<file path="src/hdl/hnf_pkg.sv">
// Package for the HDLC NRZI transmit framer.
// Holds command codes, constants and the controller/datapath interface structs.
`default_nettype none

package hnf_pkg;

	localparam logic [1:0] MODE_DATA  = 2'd0;
	localparam logic [1:0] MODE_FLAG  = 2'd1;
	localparam logic [1:0] MODE_FCS   = 2'd2;
	localparam logic [1:0] MODE_RESET = 2'd3;

	localparam logic [15:0] CRC_PRESET = 16'hFFFF;
	localparam logic [15:0] CRC_POLY   = 16'h8408;
	localparam logic [7:0]  FLAG_BYTE  = 8'h7E;
	localparam logic [2:0]  ONES_MAX   = 3'd7;
	localparam logic [2:0]  ONES_STUFF = 3'd4;
	localparam logic [4:0]  BYTE_BITS  = 5'd8;
	localparam logic [4:0]  FCS_BITS   = 5'd16;

	typedef struct packed {
		logic load;
		logic crc_init;
		logic emit_bit;
		logic emit_stuff;
	} hnf_cmd_t;

	typedef struct packed {
		logic out_free;
		logic stuff_now;
		logic final_bit;
		logic cnt_zero;
	} hnf_sts_t;

endpackage

`default_nettype wire

</file>
<file path="src/hdl/hnf_ctrl.sv">
// Controller state machine for the HDLC NRZI transmit framer.
// Depends on hnf_pkg; drives commands to hnf_dpath from its status.
`default_nettype none

module hnf_ctrl
	import hnf_pkg::*;
(
	input  wire logic       clk,
	input  wire logic       arst_n,
	input  wire logic       in_valid,
	output logic            in_stall,
	input  wire logic [1:0] mode,
	input  wire hnf_sts_t   sts,
	output hnf_cmd_t        cmd
);

	typedef enum logic [2:0] {
		ST_IDLE  = 3'b001,
		ST_SEND  = 3'b010,
		ST_STUFF = 3'b100
	} hnf_state_t;

	hnf_state_t state_q, state_d;

	always_comb begin
		state_d  = state_q;
		cmd      = '0;
		in_stall = 1'b1;
		case (state_q)
			ST_IDLE: begin
				in_stall = 1'b0;
				if (in_valid) begin
					if (mode == MODE_RESET) begin
						cmd.crc_init = 1'b1;
					end else begin
						cmd.load = 1'b1;
						state_d  = ST_SEND;
					end
				end
			end
			ST_SEND: begin
				if (sts.out_free) begin
					cmd.emit_bit = 1'b1;
					if (sts.stuff_now) begin
						state_d = ST_STUFF;
					end else if (sts.final_bit) begin
						state_d = ST_IDLE;
					end
				end
			end
			ST_STUFF: begin
				if (sts.out_free) begin
					cmd.emit_stuff = 1'b1;
					state_d = sts.cnt_zero ? ST_IDLE : ST_SEND;
				end
			end
			default: begin
				state_d = ST_IDLE;
			end
		endcase
	end

	always_ff @(posedge clk or negedge arst_n) begin
		if (!arst_n) begin
			state_q <= ST_IDLE;
		end else begin
			state_q <= state_d;
		end
	end

endmodule

`default_nettype wire

</file>
<file path="src/hdl/hnf_dpath.sv">
// Datapath for the HDLC NRZI transmit framer: shifter, CRC, stuffing, NRZI, output register.
// Depends on hnf_pkg; steered by hnf_ctrl.
`default_nettype none

module hnf_dpath
	import hnf_pkg::*;
(
	input  wire logic       clk,
	input  wire logic       arst_n,
	input  wire logic [1:0] mode,
	input  wire logic [7:0] data_byte,
	input  wire hnf_cmd_t   cmd,
	output hnf_sts_t        sts,
	output logic            out_valid,
	input  wire logic       out_stall,
	output logic            line_level,
	output logic            stuffed_bit,
	output logic            last_bit
);

	logic [15:0] crc_q;
	logic [15:0] sh_q;
	logic [4:0]  cnt_q;
	logic [2:0]  ones_q;
	logic        level_q;
	logic        stuff_en_q;
	logic        crc_en_q;
	logic        out_valid_q;
	logic        line_q;
	logic        stuffed_q;
	logic        last_q;
	logic        cur_bit;
	logic [15:0] crc_next;

	assign cur_bit = sh_q[0];

	always_comb begin
		crc_next = {1'b0, crc_q[15:1]};
		if (crc_q[0] ^ cur_bit) begin
			crc_next = crc_next ^ CRC_POLY;
		end
	end

	assign sts.out_free  = !out_valid_q || !out_stall;
	assign sts.stuff_now = stuff_en_q && cur_bit && (ones_q == ONES_STUFF);
	assign sts.final_bit = (cnt_q == 5'd1);
	assign sts.cnt_zero  = (cnt_q == 5'd0);

	always_ff @(posedge clk or negedge arst_n) begin
		if (!arst_n) begin
			crc_q       <= CRC_PRESET;
			sh_q        <= '0;
			cnt_q       <= '0;
			ones_q      <= '0;
			level_q     <= 1'b0;
			stuff_en_q  <= 1'b0;
			crc_en_q    <= 1'b0;
			out_valid_q <= 1'b0;
		end else begin
			if (out_valid_q && !out_stall) begin
				out_valid_q <= 1'b0;
			end
			if (cmd.crc_init) begin
				crc_q <= CRC_PRESET;
			end
			if (cmd.load) begin
				case (mode)
					MODE_DATA: begin
						sh_q       <= {8'h00, data_byte};
						cnt_q      <= BYTE_BITS;
						stuff_en_q <= 1'b1;
						crc_en_q   <= 1'b1;
					end
					MODE_FLAG: begin
						sh_q       <= {8'h00, FLAG_BYTE};
						cnt_q      <= BYTE_BITS;
						stuff_en_q <= 1'b0;
						crc_en_q   <= 1'b0;
					end
					default: begin
						sh_q       <= ~crc_q;
						cnt_q      <= FCS_BITS;
						stuff_en_q <= 1'b1;
						crc_en_q   <= 1'b0;
					end
				endcase
			end
			if (cmd.emit_bit) begin
				sh_q        <= {1'b0, sh_q[15:1]};
				cnt_q       <= cnt_q - 5'd1;
				out_valid_q <= 1'b1;
				if (crc_en_q) begin
					crc_q <= crc_next;
				end
				if (cur_bit) begin
					if (sts.stuff_now) begin
						ones_q <= '0;
					end else if (ones_q != ONES_MAX) begin
						ones_q <= ones_q + 3'd1;
					end
				end else begin
					ones_q  <= '0;
					level_q <= ~level_q;
				end
			end
			if (cmd.emit_stuff) begin
				level_q     <= ~level_q;
				out_valid_q <= 1'b1;
			end
		end
	end

	always_ff @(posedge clk) begin
		if (cmd.emit_bit) begin
			line_q    <= cur_bit ? level_q : ~level_q;
			stuffed_q <= 1'b0;
			last_q    <= sts.final_bit && !sts.stuff_now;
		end else if (cmd.emit_stuff) begin
			line_q    <= ~level_q;
			stuffed_q <= 1'b1;
			last_q    <= sts.cnt_zero;
		end
	end

	assign out_valid   = out_valid_q;
	assign line_level  = line_q;
	assign stuffed_bit = stuffed_q;
	assign last_bit    = last_q;

endmodule

`default_nettype wire

</file>
<file path="src/hdl/hdlc_nrzi_transmit_framer.sv">
// HDLC NRZI transmit framer: top level joining hnf_ctrl and hnf_dpath.
// Depends on hnf_pkg, hnf_ctrl and hnf_dpath.
//
// Each accepted command produces one line bit per cycle on the output channel, LSB first,
// while out_stall is low: a data byte gives 8 to 10 bits, a flag byte 8, an FCS 16 to 20,
// and a CRC reset none. One command is in flight at a time: a new command is accepted only
// once the previous one has issued its last bit, and every bit passes through the single
// output register, which out_stall holds. last_bit marks the final bit of each command.
`default_nettype none

module hdlc_nrzi_transmit_framer
	import hnf_pkg::*;
(
	input  wire logic       clk,
	input  wire logic       arst_n,
	input  wire logic       in_valid,
	output logic            in_stall,
	input  wire logic [1:0] mode,
	input  wire logic [7:0] data_byte,
	output logic            out_valid,
	input  wire logic       out_stall,
	output logic            line_level,
	output logic            stuffed_bit,
	output logic            last_bit
);

	hnf_cmd_t cmd;
	hnf_sts_t sts;

	hnf_ctrl u_ctrl (
		.clk      (clk),
		.arst_n   (arst_n),
		.in_valid (in_valid),
		.in_stall (in_stall),
		.mode     (mode),
		.sts      (sts),
		.cmd      (cmd)
	);

	hnf_dpath u_dpath (
		.clk         (clk),
		.arst_n      (arst_n),
		.mode        (mode),
		.data_byte   (data_byte),
		.cmd         (cmd),
		.sts         (sts),
		.out_valid   (out_valid),
		.out_stall   (out_stall),
		.line_level  (line_level),
		.stuffed_bit (stuffed_bit),
		.last_bit    (last_bit)
	);

endmodule

`default_nettype wire

</file>
<file path="config.mk">
export PLATFORM = sky130hd
export DESIGN_NAME = hdlc_nrzi_transmit_framer
export DESIGN_NICKNAME = d
export VERILOG_FILES = /design/src/hdl/hnf_pkg.sv /design/src/hdl/hnf_ctrl.sv /design/src/hdl/hnf_dpath.sv /design/src/hdl/hdlc_nrzi_transmit_framer.sv
export SDC_FILE = /design/constraint.sdc
export NUM_CORES = 1
export LEC_CHECK = 0
export BUFFER_PORTS_ARGS = -buffer_cell sky130_fd_sc_hd__buf_2
export CAP_MARGIN = 30
export CELL_PAD_IN_SITES_DETAIL_PLACEMENT = 1
export CELL_PAD_IN_SITES_GLOBAL_PLACEMENT = 2
export CORE_MARGIN = 10
export CORE_UTILIZATION = 39
export DETAILED_ROUTE_END_ITERATION = 12
export GPL_TIMING_DRIVEN = 0
export PLACE_DENSITY_LB_ADDON = 0.1
export SETUP_SLACK_MARGIN = 0.15
export SYNTH_ARGS = -nofsm -noshare
export SYNTH_HDL_FRONTEND = slang
export SYNTH_SLANG_ARGS = --single-unit
</file>
<file path="constraint.sdc">
create_clock -name clk -period 2.16 [get_ports clk]
set_clock_uncertainty 0.15 [all_clocks]
set_input_delay 0.216 -clock clk [delete_from_list [all_inputs] [get_ports clk]]
set_output_delay 0.216 -clock clk [all_outputs]
set_load 0.02 [all_outputs]
</file>
# Word level (Yosys, flattened, before mapping)
# Cells that the tools add are included.
[op_classes]
n_eq_ne = 14
n_mux = 41
addsub = 2
bitwise_logic = 4
n_reduce_logical = 16
[ops]
columns = ["cell", "count"]
rows = [
  ["$mux W16", 6],
  ["$pmux W16 S2", 1],
  ["$mux W3", 9],
  ["$mux W1", 18],
  ["$not A16 Y16", 1],
  ["$mux W5", 3],
  ["$pmux W3 S3", 1],
  ["$ne A2 B2 Y1 const B", 4],
  ["$eq A3 B3 Y1 const B", 2],
  ["$mux W2", 3],
  ["$eq A5 B1 Y1 const B", 1],
  ["$logic_not A5 Y1", 1],
  ["$reduce_and A5 Y1", 1],
  ["$sub A5 B1 Y5 const B", 1],
  ["$logic_and A1 B1 Y1", 4],
  ["$reduce_bool A2 Y1", 2],
  ["$add A3 B1 Y3 const B", 1],
  ["$eq A3 B1 Y1 const B", 1],
  ["$eq A3 B2 Y1 const B", 1],
  ["$logic_not A1 Y1", 3],
  ["$ne A3 B1 Y1 const B", 1],
  ["$ne A3 B2 Y1 const B", 1],
  ["$ne A3 B3 Y1 const B", 1],
  ["$not A2 Y3", 1],
  ["other kinds (9)", 9],
]
[word_totals]
in_bits = 14
elab_cells = 89
out_inout_bits = 5
register_bits = 50

# Logic depth before layout (Yosys ltp)
[logic_depth]
ltp_word = 7
depth_mapped = 7
ltp_nobuf = 6

# Cells and area by module
# Synthesis repeated with hierarchy kept, for this count alone.
[unflattened]
cells_unflattened = 275
area_unflattened_um2 = 2623.8
[modules_own_cells]
columns = ["mod", "instances", "seq_area_each_um2", "cells_per_inst", "area_each_um2"]
rows = [
  ["hnf_dpath", 1, 1201.2, 244, 2398.6],
  ["hnf_ctrl", 1, 76.3, 31, 225.2],
]

# Worst setup path before layout
# Ideal clock, no wire load.
[synth_path]
kind = "register to register"
startpoint = "reg u_ctrl.state_q[0]"
endpoint = "reg u_ctrl.state_q[1]"
required_ns = 1.885
period_less_slack_ns = 1.747
path_buffers = 0
path_stages_with_launch = 5
arrival_time_ns = 1.472
setup_ns = 0.125
setup_slack_ns = 0.413
path_cell_list = "dfstp_2 > or3b_4 > o32ai_2 > a21oi_2 > mux2_4"
[synth_between]
elab_chain_len = 3
elab_cells_between_ends = 10
cone_classes = "eq/ne: 8; mux: 1; reduce/logical: 1"
[synth_lines]
columns = ["item", "line", "source"]
rows = [
  ["start, declared", "hnf_ctrl.sv:23", "hnf_state_t state_q, state_d;"],
  ["start signal, assigned", "hnf_ctrl.sv:67", "state_q <= state_d;"],
  ["$eq A3 B2 Y1 (tied with other cells)", "hnf_ctrl.sv:29", "case (state_q)"],
  ["$ne A3 B1 Y1 (no source line) or $ne A2 B2 Y1 (tied branches)", "-", ""],
  ["$reduce_and A5 Y1 (no source line)", "-", ""],
]
# Parallel ways exist; a longest one is shown, timed or not.
# A chain may end at the register's enable or synchronous reset.

# Worst setup path after layout
[layout_path]
startpoint = "reg u_ctrl.state_q[0]"
endpoint = "reg u_dpath.sh_q[13]"
[layout_between]
elab_chain_len = 3
elab_cells_between_ends = 6
cone_classes = "eq/ne: 2; mux: 3; reduce/logical: 1"
[layout_lines]
columns = ["item", "line", "source"]
rows = [
  ["$eq A3 B2 Y1 or $eq A3 B1 Y1 (tied branches)", "hnf_ctrl.sv:29", ""],
  ["$mux W1 or $mux W2 (tied branches)", "hnf_ctrl.sv:29", ""],
  ["$mux W16 or $reduce_bool A2 Y1 (tied branches)", "-", ""],
  ["end signal, assigned", "hnf_dpath.sv:75", "sh_q <= {8'h00, FLAG_BYTE};"],
  ["end signal, assigned", "hnf_dpath.sv:81", "sh_q <= ~crc_q;"],
  ["end signal, assigned", "hnf_dpath.sv:89", "sh_q <= {1'b0, sh_q[15:1]};"],
  ["end, declared", "hnf_dpath.sv:22", "logic [15:0] sh_q;"],
]
# Parallel ways exist; a longest one is shown, timed or not.

==> summary.txt <==
Outcome
  – Status: completed

Final layout
  – ANT cells: 0
  – Share of cells above drive strength 1: 0.2748
  – Fin nets: 280
  – Area occupied by multi-input gates: 0.001135 sq mm
  – Filler cells: 724
  – Seq. cell area: roughly 0.0013 sq mm
  – Area growth syn-to-layout: 12.93%

Global routing
  – Global Route Usage Sum: 0.1248
  – Initial antenna violation count: 0
  – Total gr overflow: 0
  – Largest net degree at the start of global routing: 37
  – Vias in the first global route: 2,038
  – First-pass GRT wire length: 10,350 um

Pwr
  – Sw Ratio: 0.3782
  – Register share of total power: 0.438
  – Clk pwr share: 0.171
  – Combinational power share: 0.392
  – P_leak: 1.178 nW
  – Psw: approximately 1.5 mW
  – Int Power: roughly 2.4 mW
  – Peak supply drop: 518.8 uV
  – PD cells: 1346 mW/mm^2

Worst hold path
  – Hold path startpoint: out_stall
  – Worst Hold Class: input pin to flop
  – Worst hold stages: 3
  – Hold worst-path end: u_dpath.out_valid$_DFFE_PN0P_

Critical path
  – Crit Path Class: flop to flop
  – Worst Setup End Kind: flop
  – R2R cell count: 6
  – FF-to-FF End: u_dpath.sh_q[13]$_DFFE_PN0P_
  – Startpoint Class: flop
  – Required @ worst endpoint: about 2200 ps
  – CP Data Arrival Time: approximately 1900 ps
  – R2r setup slk: ~310 ps
  – Reg2Reg Launch Point: u_ctrl.state_q[0]$_DFFE_PN1P_
  – Max Fanout on Critical Path: 10

Synth
  – Yosys reg bits: 50
  – Post-synth EDFFs: 2
  – Synthesized cell area: 0.002525 sq mm
  – Post-synth ARST share: 0.9400
  – Synth Area in Simple Gates: 0.1467
  – Mapped Nets: ~250
  – Sequential share of the synthesized area: 0.5059
  – Yosys warns: 0
  – Syn Area/Cell: 10.74 sq um
  – Post-Synth XOR/XNOR Area: 0.02428
  – Largest family of logic cells by synthesized area: compound AO/OA/AOI/OAI gates
  – Post-synthesis compound-gate area fraction: 0.2453
  – Multiplexer share of the synthesized area: 0.005946
  – Synth Area in Adders: 0.02478
  – Synth Flop Type: dfrtp_1
  – Cell count after synthesis: 235
  – Synth cell types: 54

Floorplan
  – Die area: 0.01009 sq mm
  – Site Rows: 29
  – IO Count: 19
  – Placeable Area: approximately 0.0063 sq mm
  – Die H: 100.5 um
  – Horiz. Die Dim: 100.5 um
  – Initial Util: 0.3999

Clocking
  – Worst-skew pair later-pin latency: ~300 ps
  – CTS buffer count: 5
  – H-tree depth: 2
  – Clk sink count: 50
  – CTS Root Buffer Type: clkbuf_8
  – Postcts setup bufs: 0
  – CTS tree: yes
  – Worst-path clk slew: about 90 ps
  – Max clock buf depth: 2

Placement
  – Post-DP HPWL: 4414 um
  – Pre-CTS worst setup slack: 260.6 ps
  – Number of port buffers: 17
  – Global placer's final weighted congestion: 0.7526

Routing
  – DR vias/cell: approximately 5.5
  – WL/cell: approximately 17 um
  – DRT Pass-1 Iters: 4
  – DRC: 0
  – Drt first-iter violations: 51
  – DRT antenna net count: 0
  – Post-Route WL: between 5000 and 6000 um
  – Via count: 1,862

STA
  – Worst setup margin: 307.7 ps
  – Worst-Margin Slew: 408.6 ps
  – Slew Limit Fails: 0
  – Max Clk Rate: 539.9 MHz
  – RSZ-0062 raised after global routing: false
  – Final-report setup violation count: 0
  – Fin crit share: 0.8575
  – TNS Setup: 0 ps
  – Slew margin rel.: 0.7276
  – Minimum clock period: about 1900 ps
  – Min Hold Slack: around 97 ps
  – Hold Fails Final Rpt: 0

Flow run
  – Max cap viols: 0
==> layer usage <==
layer  track usage  up-vias  routed length (um)
met5             0        -                   0
li1              -      918                   -
met1        0.1572      921                2791
met4       0.04565        0                  82
met2        0.2047       18                2876
met3       0.02675        5                 139
==> per-stage QoR <==
step | power (mW) | utilization | cell area [sq um] | instances
after floorplan | 2.797 | - | 2525 | 235
after global placement | 3.189 | 0.4287 | 2706 | 329
after detailed placement | 3.232 | 0.4318 | 2726 | 330
after CTS | 3.907 | 0.4507 | 2845 | 339
after global routing | 4.196 | 0.4516 | 2851 | 339
final | 3.838 | 0.4516 | 2851 | 339
==> cell families after synthesis <==
logic type / count (synthesis)
compound gates: 81
xor+xnor: 7
fa+ha+maj: 5
buf+inv: 20
flops: 50
mux: 1
simple gates: 71
==> registers in the layout (all words and copies together), names as in the netlist <==
register and cells:
u_ctrl.state_q 3, u_dpath.cnt_q 5, u_dpath.crc_en_q 1, u_dpath.crc_q 16
u_dpath.last_bit 1, u_dpath.level_q 1, u_dpath.line_level 1, u_dpath.ones_q 3
u_dpath.out_valid 1, u_dpath.sh_q 16, u_dpath.stuff_en_q 1, u_dpath.stuffed_bit 1
==> how the worst max path moves through the flow <==
stage,endpoint,startpoint
2_1_floorplan,u_ctrl.state_q[1]$_DFFE_PN0P_,u_ctrl.state_q[0]$_DFFE_PN1P_
3_3_place_gp,u_dpath.sh_q[0]$_DFFE_PN0P_,u_ctrl.state_q[0]$_DFFE_PN1P_
3_5_place_dp,u_dpath.sh_q[0]$_DFFE_PN0P_,u_ctrl.state_q[0]$_DFFE_PN1P_
4_1_cts,u_dpath.sh_q[0]$_DFFE_PN0P_,u_ctrl.state_q[0]$_DFFE_PN1P_
5_1_grt,u_dpath.ones_q[0]$_DFFE_PN0P_,u_dpath.ones_q[0]$_DFFE_PN0P_
6_report,u_dpath.sh_q[13]$_DFFE_PN0P_,u_ctrl.state_q[0]$_DFFE_PN1P_
==> layout by cell type (no fill, tap or decap), drive strengths merged, types with 3 or more instances in the layout <==
master	instances
nand4	3
ha	5
nand2b	4
o311ai	3
dfrtp	30
dfstp	17
inv	7
a31oi	7
nor2	16
xor2	4
nor3	3
a21oi	5
o22a	16
clkbuf	6
o21ai	21
a22oi	9
nand2	32
xnor2	3
nand3	3
buf	30
o211ai	7
==> cell usage after synthesis (all sizes together), types with 2 or more instances <==
master  number  area [sq um]
nand3        3         20.02
nor3         3         15.01
o211ai       7         52.55
xor2         4         35.03
o31ai        2         15.01
a21oi        5         43.80
a211oi       2         20.02
xnor2        3         26.28
o22a        16         140.1
edfxtp       2         60.06
nand2b       4         25.02
ha           5         62.56
o311ai       3         26.28
nor2b        2         12.51
dfstp       17         446.7
o21ai       21         116.4
a21boi       2         15.01
dfrtp       30         750.7
nor2        16         67.56
nand4        3         18.77
a31oi        7         43.79
a22oi        9         72.57
a221oi       2         23.77
inv          7         26.28
buf         12         88.82
nand2       32         125.1
==> area by class of cell <==
cell class | instances | area share
Clock buffer | 5 | 0.02413
Multi-Input combinational cell | 165 | 0.3980
Sequential cell | 50 | 0.4480
Clock inverter | 3 | 0.01404
Timing Repair Buffer | 19 | 0.04037
Buffer | 13 | 0.03247
Tap cell | 77 | 0.03379
Inverter | 7 | 0.009215
==> worst max-delay path, stage by stage (launching register included) <==
cell     delay, ps
dfstp_2        570
buf_4          200
a21o_1         230
nor2_4         100
buf_4          190
a22oi_1        170
o21ai_0        120
==> power groups by stage <==
stage / logic (mW) / clock network, mW / registers [mW]
after floorplan: 1.15 / 0 / 1.64
after global placement: 1.50 / 0 / 1.69
after detailed placement: 1.53 / 0 / 1.70
after CTS: 1.53 / 0.686 / 1.69
after global routing: 1.73 / 0.716 / 1.75
final: 1.50 / 0.655 / 1.68
==> timing repair <==
action,CTS,global route
gates resized for setup,0,2
hold buffers,1,0
endpoints found under the setup margin,0,2
endpoints found under the hold margin,31,0
(Power assumes the default switching activity.)
